### config.mk
export PLATFORM = sky130hd
export DESIGN_NAME = trial_division_prime_counter
export DESIGN_NICKNAME = d
export VERILOG_FILES = /design/src/sv/tdpc_pkg.sv /design/src/sv/trial_division_prime_counter.sv /design/src/sv/tdpc_divider.sv /design/src/sv/tdpc_sequencer.sv
export SDC_FILE = /design/constraint.sdc
export NUM_CORES = 1
export LEC_CHECK = 0
export BUFFER_PORTS_ARGS = -buffer_cell sky130_fd_sc_hd__buf_2
export CAP_MARGIN = 20
export CORE_MARGIN = 1
export CORE_UTILIZATION = 35
export DETAILED_ROUTE_END_ITERATION = 10
export GPL_ROUTABILITY_DRIVEN = 0
export SYNTH_ARGS = -nofsm -noshare
export SYNTH_HDL_FRONTEND = slang
export SYNTH_SLANG_ARGS = --single-unit
### constraint.sdc
create_clock -name clk -period 6.8 [get_ports clk]
set_clock_uncertainty 0.2 [all_clocks]
set_input_delay 0.68 -clock clk [delete_from_list [all_inputs] [get_ports clk]]
set_output_delay 0.68 -clock clk [all_outputs]
set_load 0.005 [all_outputs]
### src/sv/tdpc_pkg.sv
// shared types, constants and microcode definitions for the trial division prime counter
package tdpc_pkg;

    localparam int VALUE_W   = 32;
    localparam int COUNT_W   = 32;
    localparam int PC_W      = 4;
    localparam int DIV_CNT_W = $clog2(VALUE_W);

    typedef struct packed {
        logic [VALUE_W-1:0] value;
        logic               end_of_data;
    } item_t;

    typedef struct packed {
        logic               prime_flag;
        logic [COUNT_W-1:0] count_so_far;
        logic               final_res;
    } result_t;

    // datapath operations
    typedef enum logic [2:0] {
        OP_NOP,
        OP_LOAD,
        OP_DIV_START,
        OP_STEP_D,
        OP_EMIT_PRIME,
        OP_EMIT_COMP,
        OP_EMIT_END
    } op_t;

    // stall conditions: the step repeats, with no operation, while it holds
    typedef enum logic [1:0] {
        W_NONE,
        W_IN_EMPTY,
        W_DIV_BUSY,
        W_OUT_FULL
    } wait_t;

    // branch conditions
    typedef enum logic [2:0] {
        B_NEVER,
        B_ALWAYS,
        B_EOD,
        B_LE_ONE,
        B_IS_TWO,
        B_EVEN,
        B_D_GT_Q,
        B_REM_ZERO
    } branch_t;

    typedef struct packed {
        op_t             op;
        wait_t           wt;
        branch_t         br;
        logic [PC_W-1:0] target;
    } ucode_t;

    // step addresses
    localparam logic [PC_W-1:0] PC_FETCH      = PC_W'(0);
    localparam logic [PC_W-1:0] PC_CHK_EOD    = PC_W'(1);
    localparam logic [PC_W-1:0] PC_CHK_SMALL  = PC_W'(2);
    localparam logic [PC_W-1:0] PC_CHK_TWO    = PC_W'(3);
    localparam logic [PC_W-1:0] PC_CHK_EVEN   = PC_W'(4);
    localparam logic [PC_W-1:0] PC_DIV        = PC_W'(5);
    localparam logic [PC_W-1:0] PC_DIV_WAIT   = PC_W'(6);
    localparam logic [PC_W-1:0] PC_CHK_REM    = PC_W'(7);
    localparam logic [PC_W-1:0] PC_LOOP       = PC_W'(8);
    localparam logic [PC_W-1:0] PC_EMIT_PRIME = PC_W'(9);
    localparam logic [PC_W-1:0] PC_EMIT_COMP  = PC_W'(10);
    localparam logic [PC_W-1:0] PC_EMIT_END   = PC_W'(11);

    // status seen by the sequencer
    typedef struct packed {
        logic in_valid;
        logic div_busy;
        logic out_full;
        logic eod;
        logic le_one;
        logic is_two;
        logic even;
        logic d_gt_q;
        logic rem_zero;
    } status_t;

    // control from the sequencer to the datapath
    typedef struct packed {
        op_t  cmd;
        logic fetch;
    } ctrl_t;

endpackage

### src/sv/trial_division_prime_counter.sv
// top level of the trial division prime counter: datapath, divider and sequencer
//
// item channel (item_valid, item_ready, item): one number to test, or an
// end-of-data item that reports the running prime count and clears it.
// result channel (result_valid, result_ready, result): exactly one result per
// item, in order: prime flag, count including this item, end-of-data mark.
// an end-of-data item, 0, 1, 2 or an even number is settled by the check
// steps alone. an odd number runs one trial per odd divisor from 3 upward
// until a divisor divides it or a divisor's square exceeds it; each trial is
// one pass of the single bit-serial divider plus 4 control steps.
// only one item is in work at a time: item_ready is high in the fetch step.
// the result sits in an output register, so a new item is taken while the
// previous result still waits; if the receiver stalls, the sequencer holds in
// its emit step until the register frees up.
// reset clears the step counter, the prime count and the output valid flag;
// the count saturates at all ones.
module trial_division_prime_counter
    import tdpc_pkg::*;
(
    input  logic    clk,
    input  logic    rst_n,
    input  logic    item_valid,
    output logic    item_ready,
    input  item_t   item,
    output logic    result_valid,
    input  logic    result_ready,
    output result_t result
);

    // datapath registers
    logic [VALUE_W-1:0] value_reg, value_next;
    logic               eod_reg, eod_next;
    logic [VALUE_W-1:0] div_reg, div_next;
    logic [COUNT_W-1:0] count_reg, count_next;
    logic               out_valid_reg, out_valid_next;
    result_t            out_reg, out_next;

    logic [COUNT_W-1:0] count_inc;
    logic               div_busy;
    logic [VALUE_W-1:0] quotient;
    logic [VALUE_W-1:0] remainder;
    status_t            status;
    ctrl_t              ctrl;

    tdpc_divider u_divider (
        .clk       (clk),
        .rst_n     (rst_n),
        .start     (ctrl.cmd == OP_DIV_START),
        .dividend  (value_reg),
        .divisor   (div_reg),
        .busy      (div_busy),
        .quotient  (quotient),
        .remainder (remainder)
    );

    tdpc_sequencer u_sequencer (
        .clk    (clk),
        .rst_n  (rst_n),
        .status (status),
        .ctrl   (ctrl)
    );

    // status flags for the branch conditions
    always_comb
    begin
        status.in_valid = item_valid;
        status.div_busy = div_busy;
        status.out_full = out_valid_reg && !result_ready;
        status.eod      = eod_reg;
        status.le_one   = (value_reg[VALUE_W-1:1] == '0);
        status.is_two   = (value_reg == VALUE_W'(2));
        status.even     = !value_reg[0];
        // divisor above the quotient means divisor squared exceeds the value
        status.d_gt_q   = (div_reg > quotient);
        status.rem_zero = (remainder == '0);
    end

    // saturating increment
    assign count_inc = (&count_reg) ? count_reg : count_reg + 1'b1;

    always_comb
    begin
        value_next     = value_reg;
        eod_next       = eod_reg;
        div_next       = div_reg;
        count_next     = count_reg;
        out_next       = out_reg;
        out_valid_next = out_valid_reg && !result_ready;
        case (ctrl.cmd)
            OP_LOAD:
            begin
                value_next = item.value;
                eod_next   = item.end_of_data;
                div_next   = VALUE_W'(3);
            end
            OP_STEP_D:
            begin
                div_next = div_reg + VALUE_W'(2);
            end
            OP_EMIT_PRIME:
            begin
                count_next     = count_inc;
                out_next       = '{1'b1, count_inc, 1'b0};
                out_valid_next = 1'b1;
            end
            OP_EMIT_COMP:
            begin
                out_next       = '{1'b0, count_reg, 1'b0};
                out_valid_next = 1'b1;
            end
            OP_EMIT_END:
            begin
                // report the final count, then start a fresh stream
                count_next     = '0;
                out_next       = '{1'b0, count_reg, 1'b1};
                out_valid_next = 1'b1;
            end
            default:
            begin
                count_next = count_reg;
            end
        endcase
    end

    always_ff @(posedge clk or negedge rst_n)
    begin
        if (!rst_n)
        begin
            count_reg     <= '0;
            out_valid_reg <= 1'b0;
        end
        else
        begin
            count_reg     <= count_next;
            out_valid_reg <= out_valid_next;
        end
    end

    always_ff @(posedge clk)
    begin
        value_reg <= value_next;
        eod_reg   <= eod_next;
        div_reg   <= div_next;
        out_reg   <= out_next;
    end

    assign item_ready   = ctrl.fetch;
    assign result_valid = out_valid_reg;
    assign result       = out_reg;

endmodule

### src/sv/tdpc_divider.sv
// iterative restoring divider, one quotient bit per cycle
module tdpc_divider
    import tdpc_pkg::*;
(
    input  logic               clk,
    input  logic               rst_n,
    input  logic               start,
    input  logic [VALUE_W-1:0] dividend,
    input  logic [VALUE_W-1:0] divisor,
    output logic               busy,
    output logic [VALUE_W-1:0] quotient,
    output logic [VALUE_W-1:0] remainder
);

    logic                 busy_reg, busy_next;
    logic [DIV_CNT_W-1:0] step_reg, step_next;
    logic [VALUE_W-1:0]   quo_reg, quo_next;
    logic [VALUE_W-1:0]   rem_reg, rem_next;
    logic [VALUE_W-1:0]   dsr_reg, dsr_next;
    logic [VALUE_W:0]     trial;

    always_comb
    begin
        trial     = {rem_reg, quo_reg[VALUE_W-1]} - {1'b0, dsr_reg};
        busy_next = busy_reg;
        step_next = step_reg;
        quo_next  = quo_reg;
        rem_next  = rem_reg;
        dsr_next  = dsr_reg;
        if (start)
        begin
            busy_next = 1'b1;
            step_next = DIV_CNT_W'(VALUE_W - 1);
            quo_next  = dividend;
            rem_next  = '0;
            dsr_next  = divisor;
        end
        else if (busy_reg)
        begin
            if (trial[VALUE_W])
            begin
                rem_next = {rem_reg[VALUE_W-2:0], quo_reg[VALUE_W-1]};
                quo_next = {quo_reg[VALUE_W-2:0], 1'b0};
            end
            else
            begin
                rem_next = trial[VALUE_W-1:0];
                quo_next = {quo_reg[VALUE_W-2:0], 1'b1};
            end
            step_next = step_reg - 1'b1;
            if (step_reg == '0)
            begin
                busy_next = 1'b0;
            end
        end
    end

    always_ff @(posedge clk or negedge rst_n)
    begin
        if (!rst_n)
        begin
            busy_reg <= 1'b0;
            step_reg <= '0;
        end
        else
        begin
            busy_reg <= busy_next;
            step_reg <= step_next;
        end
    end

    always_ff @(posedge clk)
    begin
        quo_reg <= quo_next;
        rem_reg <= rem_next;
        dsr_reg <= dsr_next;
    end

    assign busy      = busy_reg;
    assign quotient  = quo_reg;
    assign remainder = rem_reg;

endmodule

### src/sv/tdpc_sequencer.sv
// microcode store and step counter with stall and branch conditions
module tdpc_sequencer
    import tdpc_pkg::*;
(
    input  logic    clk,
    input  logic    rst_n,
    input  status_t status,
    output ctrl_t   ctrl
);

    logic [PC_W-1:0] pc_reg, pc_next;
    ucode_t          uw;
    logic            stall;
    logic            take;

    // control store
    always_comb
    begin
        case (pc_reg)
            PC_FETCH:      uw = '{OP_LOAD,       W_IN_EMPTY, B_NEVER,    PC_FETCH};
            PC_CHK_EOD:    uw = '{OP_NOP,        W_NONE,     B_EOD,      PC_EMIT_END};
            PC_CHK_SMALL:  uw = '{OP_NOP,        W_NONE,     B_LE_ONE,   PC_EMIT_COMP};
            PC_CHK_TWO:    uw = '{OP_NOP,        W_NONE,     B_IS_TWO,   PC_EMIT_PRIME};
            PC_CHK_EVEN:   uw = '{OP_NOP,        W_NONE,     B_EVEN,     PC_EMIT_COMP};
            PC_DIV:        uw = '{OP_DIV_START,  W_NONE,     B_NEVER,    PC_FETCH};
            PC_DIV_WAIT:   uw = '{OP_NOP,        W_DIV_BUSY, B_D_GT_Q,   PC_EMIT_PRIME};
            PC_CHK_REM:    uw = '{OP_STEP_D,     W_NONE,     B_REM_ZERO, PC_EMIT_COMP};
            PC_LOOP:       uw = '{OP_NOP,        W_NONE,     B_ALWAYS,   PC_DIV};
            PC_EMIT_PRIME: uw = '{OP_EMIT_PRIME, W_OUT_FULL, B_ALWAYS,   PC_FETCH};
            PC_EMIT_COMP:  uw = '{OP_EMIT_COMP,  W_OUT_FULL, B_ALWAYS,   PC_FETCH};
            PC_EMIT_END:   uw = '{OP_EMIT_END,   W_OUT_FULL, B_ALWAYS,   PC_FETCH};
            default:       uw = '{OP_NOP,        W_NONE,     B_ALWAYS,   PC_FETCH};
        endcase
    end

    always_comb
    begin
        case (uw.wt)
            W_IN_EMPTY: stall = !status.in_valid;
            W_DIV_BUSY: stall = status.div_busy;
            W_OUT_FULL: stall = status.out_full;
            default:    stall = 1'b0;
        endcase

        case (uw.br)
            B_ALWAYS:   take = 1'b1;
            B_EOD:      take = status.eod;
            B_LE_ONE:   take = status.le_one;
            B_IS_TWO:   take = status.is_two;
            B_EVEN:     take = status.even;
            B_D_GT_Q:   take = status.d_gt_q;
            B_REM_ZERO: take = status.rem_zero;
            default:    take = 1'b0;
        endcase

        if (stall)
        begin
            pc_next  = pc_reg;
            ctrl.cmd = OP_NOP;
        end
        else
        begin
            pc_next  = take ? uw.target : pc_reg + 1'b1;
            ctrl.cmd = uw.op;
        end
        ctrl.fetch = (uw.op == OP_LOAD);
    end

    always_ff @(posedge clk or negedge rst_n)
    begin
        if (!rst_n)
        begin
            pc_reg <= PC_FETCH;
        end
        else
        begin
            pc_reg <= pc_next;
        end
    end

endmodule

# Yosys cells after proc, flatten, opt, wreduce, memory -nomap -nowiden
# Memory sizes are Yosys's and may differ from the RTL's.
# Index checks and enable logic that the tools add are counted.
# W data, S select, Z words.
dict set report op_classes {
  addsub 5
  muxes 18
  n_eq_ne 18
  magnitude_cmp 1
  reduce_logical 13
}
# op n
set ops {}
lappend ops {{$mux W32} 4}
lappend ops {{$pmux W32 S2} 2}
lappend ops {{$pmux W34 S3} 1}
lappend ops {{$sub A33 B32 Y33} 1}
lappend ops {{$add A32 B1 Y32 const B} 1}
lappend ops {{$add A32 B2 Y32 const B} 1}
lappend ops {{$eq A32 B2 Y1 const B} 1}
lappend ops {{$gt A32 B32 Y1} 1}
lappend ops {{$logic_not A32 Y1} 1}
lappend ops {{$reduce_and A32 Y1} 1}
lappend ops {{$logic_not A31 Y1} 1}
lappend ops {{$eq A3 B3 Y1 const B} 7}
lappend ops {{$eq A3 B2 Y1 const B} 4}
lappend ops {{$mux W5} 2}
lappend ops {{$eq A3 B1 Y1 const B} 3}
lappend ops {{$pmux W1 S7} 1}
lappend ops {{$reduce_bool A2 Y1} 3}
lappend ops {{$logic_not A5 Y1} 1}
lappend ops {{$mux W1} 5}
lappend ops {{$sub A5 B1 Y5 const B} 1}
lappend ops {{$add A4 B1 Y4 const B} 1}
lappend ops {{$eq A2 B2 Y1 const B} 2}
lappend ops {{$mux W4} 1}
lappend ops {{$logic_not A1 Y1} 3}
lappend ops {{6 further kinds} 6}
dict set report word_totals {
  out_inout_bits 36
  n_memories 1
  elab_cells 70
  reg_bits 238
  mem_bits_ro 192
}
# name words width read_ports rd_clocked_by_memory_dff wr line
set mem_list {}
lappend mem_list {{(no name shown)} 16 12 1 0 0 tdpc_sequencer.sv:19} ;# case (pc_reg)

# Depth between registers and ports, before layout
# Gate-level depths: netlist of run 1.
dict set report depth {
  depth_word 7
  ltp_mapped 13
}

# Cells and area by module
# From an unflattened synthesis of run 1, not the netlist that was laid out.
dict set report hier_totals {
  cells_unflattened 1351
  hier_area_um2 13884.6
}
# mod cells_per_inst n_inst area_per_inst_um2
set modules_own_cells {}
lappend modules_own_cells {trial_division_prime_counter 686 1 7204.4}
lappend modules_own_cells {tdpc_divider 577 1 6017.0}
lappend modules_own_cells {tdpc_sequencer 88 1 663.1}

# Worst setup path before layout of run 1
# OpenSTA, ideal clock, no wires.
dict set report synth_path {
  kind {register -> register}
  start {register u_sequencer.pc_reg[0]}
  end {register eod_reg, enable pin}
  synth_period_minus_slack_ps 4409
  n_path_buf 2
  t_arrival_ps 3745
  stages_incl_launch_ff 8
  setup_slack_ps 2391
  t_required_ps 6136
  path_cell_list {dfrtp_1 ha_1 ha_1 nand2_1 o21ai_1 clkbuf_1 clkbuf_1 nor3_1}
}
dict set report synth_via {
  elab_chain_len 5
  word_cells_on_any_way 7
}
# element line
set synth_lines {}
lappend synth_lines {{from (decl)} tdpc_sequencer.sv:11} ;# logic [PC_W-1:0] pc_reg, pc_next;
lappend synth_lines {{from (signal assigned)} tdpc_sequencer.sv:77} ;# pc_reg <= pc_next;
lappend synth_lines {{$mem_v2 Z16 W12 (*)} n/a}
lappend synth_lines {{$eq A2 B2 Y1 / $eq A2 B1 Y1 (equally long branches)} tdpc_sequencer.sv:38} ;# case (uw.wt)
lappend synth_lines {{$pmux W1 S3} tdpc_sequencer.sv:38}
lappend synth_lines {{$mux W3 (*)} tdpc_sequencer.sv:56} ;# if (stall)
lappend synth_lines {{$eq A3 B1 Y1 (*)} trial_division_prime_counter.sv:89} ;# case (ctrl.cmd)
lappend synth_lines {{to (signal assigned)} trial_division_prime_counter.sv:142} ;# eod_reg <= eod_next;
lappend synth_lines {{to (decl)} trial_division_prime_counter.sv:32} ;# logic eod_reg, eod_next;
# Every way passes the cells marked *; elsewhere a longest branch is shown, timed or not.
# A chain may end at the register's enable or synchronous reset.

# Worst setup path in the final report of run 1
dict set report layout_path {
  start {register u_sequencer.pc_reg[0]}
  end {register u_divider.quo_reg[31], in the netlist u_divider.quotient[31] (data pin)}
}
dict set report layout_via {
  elab_chain_len 6
  word_cells_on_any_way 8
}
# element line
set layout_lines {}
lappend layout_lines {{$mem_v2 Z16 W12 (*)} n/a}
lappend layout_lines {{$eq A2 B2 Y1 / $eq A2 B1 Y1 (equally long branches)} tdpc_sequencer.sv:38}
lappend layout_lines {{$pmux W1 S3} tdpc_sequencer.sv:38}
lappend layout_lines {{$mux W3 (*)} tdpc_sequencer.sv:56}
lappend layout_lines {{$eq A3 B2 Y1 (*)} trial_division_prime_counter.sv:48} ;# .start (ctrl.cmd == OP_DIV_START),
lappend layout_lines {{$mux W32 (*)} tdpc_divider.sv:30} ;# if (start)
lappend layout_lines {{via u_divider.quo_next[31]} tdpc_divider.sv:17} ;# logic [VALUE_W-1:0] quo_reg, quo_next;
lappend layout_lines {{to (signal assigned)} tdpc_divider.sv:74} ;# quo_reg <= quo_next;
lappend layout_lines {{to (decl)} tdpc_divider.sv:17}
# The timed path passes the listed nets; every way through them passes the cells marked *.

==> flow_metrics.env, run 1 <==
export IMPL_drc_errors=0
export IMPL_min_period_over_period_pct=58.8
export IMPL_reg2reg_depth=10
export IMPL_whs_path_depth=1
export IMPL_routed_wl_um=28100
export IMPL_die_area_um2=38100
export IMPL_rsz0062_at_grt="no"
export IMPL_floorplan_initialDensity_pct=35.6
export IMPL_syn_area_um2=13100
export IMPL_ys_async_sr_fraction_pct=18.2
export IMPL_largest_register_ffs=34
export IMPL_critical_path_required_ps=6800
export IMPL_synth_edf_count=161
export IMPL_grt_max_degree=81
export IMPL_yosys_warnings=0
export IMPL_yosysUniqueCellTypes=69
export IMPL_nFillCells=3566
export IMPL_antenna_violating_nets_post_route=0
export IMPL_slew_viol_final=0
export IMPL_postSynthAreaPerCell_um2=10.1
export IMPL_crit_path_end_kind="register"
export IMPL_synth_top_cell_area_share_pct=37.0
export IMPL_grt_first_pass_wirelength_um=46600
export IMPL_post_drt_wl_per_cell_um=15.4
export IMPL_synth_nets=1401
export IMPL_status="completed"
export IMPL_place_ws_ps=2750
export IMPL_synth_top_cells_by_area="edfxtp_1, dfrtp_1, ha_1"
export IMPL_leakagePower_nw=5.87
export IMPL_cts_buffer_depth=3
export IMPL_clock_tree_from_tritoncts="yes"
export IMPL_drt_pre_antenna_iters=5
export IMPL_gr_total_overflow=0
export IMPL_clock_tree_root_cell="clkbuf_16"
export IMPL_report_final_hold_viol_count=0
export IMPL_via_count=9481
export IMPL_synthDominantAreaCellType="edfxtp_1"
export IMPL_chipHeight_um=195
export IMPL_synth_most_common_cell="edfxtp_1"
export IMPL_clk_pin_slew_ps=60
export IMPL_final_layout_size_suffix_gt1_share_pct=10.0
export IMPL_grt_util_met3_pct=1.66
export IMPL_setup_viol=0
export IMPL_grtUsageMet2_pct=23.4
export IMPL_clock_network_latency_to_the_later_pin_of_the_worst_skew_pair_ps=520
export IMPL_dominantRegCellSynth="edfxtp_1"
export IMPL_irDropWorstVdd_mv=0.284
export IMPL_number_of_instances_in_the_synthesized_netlist=1291
export IMPL_detailedRoute_firstIterationViolations=586
export IMPL_max_freq_ghz=0.250
export IMPL_final_net_count=1451
export IMPL_detailedPlacementHpwl_um=19500
export IMPL_cts_buffers=25
export IMPL_timing_critical_path_arrival_ps=4000
export IMPL_critical_path_max_fanout=80
export IMPL_synth_cells_most_frequent="edfxtp_1, nand2_1, o21ai_0, nor2_1, inv_1"
export IMPL_groute_layer_met1_usage_pct=21.2
export IMPL_grt_total_usage_pct=14.7
export IMPL_vias_per_cell=5.20
export IMPL_core_area_um2=36700
export IMPL_slew_headroom_pct=29.0
export IMPL_finalHoldWorstSlack_ps=127
export IMPL_synth_seq_area_share_pct=50.1
export IMPL_worst_setup_path_start_kind="register"
export IMPL_cts_sink_count=236
export IMPL_timing_worst_slew_pin_value_ps=1050
export IMPL_std_cell_rows=70
export IMPL_via_count_of_the_first_global_routing_pass=9082
export IMPL_final_critical_path_setup_slack_ps=2800
export IMPL_setup_tns_ps=0
export IMPL_die_width_um=195
export IMPL_power_density_nw_per_um2=507
export IMPL_hold_wc_path_type="input pin to register"
export IMPL_fin_crit_ps=4000
export IMPL_setup_worst_path_class="register to register"
export IMPL_grt_busiest_layer="met2"
export IMPL_grt_antenna_before_repair=0
export IMPL_final_instance_count_excl_fill=1825
export IMPL_synth_ff_latch_count=236
export IMPL_port_buffer_count=72
export IMPL_area_growth_synth_to_final_pct=12.7
export IMPL_cap_viol_max_count=0
export IMPL_clock_tree_htree_level_count=1
export IMPL_boundaryPins=73
export IMPL_design_power_total_w=0.00747
export IMPL_numPlacedInstances=1779
-- through the flow --
| step | area (um2) | util (%) |
|---|---|---|
| 3_5_place_dp | 13800 | 37.7 |
| 6_report | 14700 | 40.1 |
| 5_1_grt | 14700 | 40.1 |
| 4_1_cts | 14700 | 40.0 |
| 3_3_place_gp | 13800 | 37.7 |
| 2_1_floorplan | 13100 | - |
-- layout make-up --
cell class / instances / area [um2] / area share (%)
Antenna cell: 1 / 2.50 / 0.0170
Timing Repair Buffer: 85 / 480 / 3.26
Sequential cell: 236 / 6550 / 44.5
Inverter: 81 / 304 / 2.07
Multi-Input combinational cell: 912 / 5960 / 40.5
Clock inverter: 11 / 165 / 1.12
Clock buffer: 31 / 668 / 4.54
Tap cell: 468 / 586 / 3.98
-- layout by cell type, fill, tap and decap left out, types with 10 or more instances in the layout --
cell,n
xor2_1,47
nor2_1,90
buf_2,72
mux2i_1,36
dfrtp_1,42
edfxtp_1,161
nor2b_1,12
nand4_1,27
o31ai_1,15
nor4_1,20
a21o_1,35
buf_4,10
clkbuf_16,25
o21ai_0,114
a31oi_1,10
a21oi_1,79
ha_1,72
and3_1,20
dfxtp_1,32
xnor2_1,46
nand3_1,30
inv_1,79
nand2_1,129
and4_1,10
o21ai_1,11
-- repair_timing --
| action | CTS | global route |
|---|---|---|
| hold endpoints to repair | 0 | 10 |
| buffers inserted | 0 | 0 |
| gates resized for setup | 0 | 0 |
| hold buffers | 0 | 1 |
-- cell families (layout without fill, tap and decap cells) --
family          count (synthesis)  in the layout  share of synthesized area [%]
simple gates                  392            392                           14.9
compound gates                317            317                           14.6
flops                         236            236                           50.1
buf+inv                       143            208                           4.29
xor+xnor                       93             93                           6.24
fa+ha+maj                      73             73                           7.05
mux                            37             37                           2.84
other cells                     0              1                              0
-- path summary, 6_finish.rpt --
kind / slack (ps) / from / end
min in group asynchronous: 380 / rst_n / count_reg[2]
max in group asynchronous: 5500 / rst_n / u_divider.busy
worst max-delay path: 2800 / u_sequencer.pc_reg[0] / u_divider.quotient[31]
worst min register to register: 320 / count_reg[31] / count_reg[31]
worst min-delay path: 130 / item[7] / value_reg[6]
worst max register to register: 2800 / u_sequencer.pc_reg[0] / u_divider.quotient[31]
-- worst max-delay path, cell delays in order (launching register included) --
cell	delay [ps]
dfrtp_1	470
inv_1	130
ha_1	270
nor3b_1	160
a21oi_1	170
o21ai_1	270
or3_1	450
buf_4	270
inv_2	310
buf_4	630
o21ai_0	280
-- layer usage --
metal,up-vias,share of wire [%]
li1,4761,-
met3,25,3.3
met4,0,1.3
met1,4550,50
met2,145,45
met5,-,0
-- power breakdown --
part	switching (W)	internal [W]
registers	0.000404	0.00226
logic	0.00201	0.00140
clock network	0.000546	0.000845
total	0.00296	0.00451
Note: power is estimated with default switching activity, not from simulation.
==> inputs of run 2 (changes only) <==
==> constraint.sdc (replaced) <==
create_clock -name clk -period 3.9 [get_ports clk]
set_clock_uncertainty 0.2 [all_clocks]
set_input_delay 0.39 -clock clk [delete_from_list [all_inputs] [get_ports clk]]
set_output_delay 0.39 -clock clk [all_outputs]
set_load 0.005 [all_outputs]
==> flow_metrics.env, run 2 (synthesis results as in run 1) <==
export IMPL_status="completed"
export IMPL_via_count=9750
export IMPL_setup_tns_ps=0
export IMPL_finalHoldWorstSlack_ps=44.6
export IMPL_setup_worst_path_class="register to register"
export IMPL_port_buffer_count=72
export IMPL_grt_antenna_before_repair=0
export IMPL_setup_viol=0
export IMPL_die_area_um2=38100
export IMPL_drc_errors=0
export IMPL_floorplan_initialDensity_pct=35.6
export IMPL_utilization_pct=41.3
export IMPL_final_layout_size_suffix_gt1_share_pct=10.7
export IMPL_area_growth_synth_to_final_pct=16.1
export IMPL_timing_critical_path_arrival_ps=3850
export IMPL_clock_tree_root_cell="clkbuf_16"
export IMPL_reg2reg_depth=11
export IMPL_leakagePower_nw=6.06
export IMPL_max_freq_ghz=0.273
export IMPL_origin_of_the_worst_setup_path="u_divider.quotient[31]"
export IMPL_rr_endpoint="u_divider.remainder[16]"
export IMPL_antenna_violating_nets_post_route=0
export IMPL_min_period_over_period_pct=93.9
export IMPL_slew_viol_final=0
export IMPL_cts_buffer_depth=3
export IMPL_cap_viol_max_count=0
export IMPL_detailed_place_area_um2=13900
export IMPL_clock_tree_htree_level_count=1
export IMPL_grt_max_degree=70
export IMPL_critical_path_max_fanout=21
export IMPL_vias_per_cell=5.21
export IMPL_final_net_count=1495
export IMPL_grt_total_usage_pct=15.4
export IMPL_clock_network_latency_to_the_later_pin_of_the_worst_skew_pair_ps=540
export IMPL_fin_crit_ps=3660
export IMPL_footprint_of_the_multi_input_gates_um2=5980
export IMPL_routed_wl_um=29100
export IMPL_detailedPlacementHpwl_um=20200
export IMPL_stdcell_area_um2=15200
export IMPL_cts_buffers=26
export IMPL_most_common_cell_after_layout_fill_and_taps_aside="edfxtp_1"
export IMPL_rr_startpoint="u_divider.quotient[31]"
export IMPL_timing_worst_slew_pin_value_ps=948
export IMPL_report_final_hold_viol_count=0
export IMPL_ff2ff_setup_slack_ps=240
export IMPL_hold_wc_path_type="input pin to register"
export IMPL_die_width_um=195
export IMPL_crit_path_end_kind="register"
export IMPL_std_cell_rows=70
export IMPL_irDropWorstVdd_mv=0.430
export IMPL_via_count_of_the_first_global_routing_pass=9423
export IMPL_power_density_nw_per_um2=868
export IMPL_layout_area_seq_um2=6550
export IMPL_rsz0062_at_grt="no"
export IMPL_commonest_cells_after_routing_fill_and_taps_aside="edfxtp_1, nand2_1, o21ai_0"
export IMPL_n_antenna_cell=0
export IMPL_cts_resized=0
export IMPL_grt_first_pass_wirelength_um=48300
export IMPL_critPathCapture="u_divider.remainder[16]"
export IMPL_chipHeight_um=195
export IMPL_clk_pin_slew_ps=60
export IMPL_critical_path_required_ps=4090
export IMPL_cts_sink_count=236
export IMPL_gr_total_overflow=0
export IMPL_core_area_um2=36700
export IMPL_drt_pre_antenna_iters=7
export IMPL_nFillCells=3465
export IMPL_design_power_total_w=0.0132
export IMPL_post_drt_wl_per_cell_um=15.6
export IMPL_boundaryPins=73
export IMPL_slew_headroom_pct=36.0
export IMPL_worst_setup_path_start_kind="register"
export IMPL_clock_tree_from_tritoncts="yes"
export IMPL_largest_register_ffs=34
export IMPL_detailedRoute_firstIterationViolations=643
[run 2: cell types whose count changed in the layout (fill, tap and decap cells not counted), moves of 2 or more]
cell / previous run / this run
clkinv_1: 4 / 6
clkinv_2: 2 / 4
clkinvlp_4: 1 / 4
clkbuf_8: 2 / 0
dlygate4sd3_1: 1 / 34
clkbuf_16: 25 / 27
buf_4: 10 / 20
[run 2: routing by layer]
| metal | vias up | GRT usage [%] | routed length (um) |
|---|---|---|---|
| met2 | 196 | 24.7 | 13200 |
| met4 | 0 | 3.76 | 397 |
| li1 | 4865 | - | - |
| met1 | 4657 | 21.9 | 14400 |
| met3 | 32 | 2.02 | 1190 |
| met5 | - | 0 | 0 |
[run 2: cell type report]
class,instances,share of cell area (%)
sequential,236,43.2
multi-input combinational,912,39.4
timing repair buffer,128,5.87
clock buffer,30,4.53
tap,468,3.86
inverter,81,2.00
clock inverter,17,1.11
[run 2: worst min-delay path by stage]
stage,slack (ps),startpoint,endpoint,cells past startpoint
floorplan,-110,rst_n,count_reg[0],0
global placement,310,count_reg[19],count_reg[19],1
detailed placement,310,u_divider.step_reg[4],u_divider.busy,2
CTS,40,result_ready,result_valid,3
global route,60,result_ready,result_valid,3
finish,40,result_ready,result_valid,3
[run 2: worst max-delay path, stage by stage (launching register included)]
cell	delay [ps]
edfxtp_1	480
fa_1	520
a211o_1	320
a211oi_2	300
nor4_1	70
or2_1	300
a31o_1	260
and4_4	210
nor3_4	160
buf_4	350
mux2i_1	250
a21oi_1	80
[run 2: timing repair]
| item | CTS | global route |
|---|---|---|
| hold endpoints to repair | 76 | 0 |
| setup buffers | 0 | 0 |
| hold buffers | 34 | 0 |
[run 2: where the power goes]
group / total [W] / switching, W / internal (W)
clock network: 0.00247 / 0.00101 / 0.00146
registers: 0.00466 / 0.000725 / 0.00394
logic: 0.00603 / 0.00352 / 0.00251
[run 2: through the flow]
step,instances,setup slack [ps]
after floorplan,1291,80.4
after global placement,1790,365
after detailed placement,1790,250
after CTS,1871,229
after global routing,1872,39.1
final,1872,238
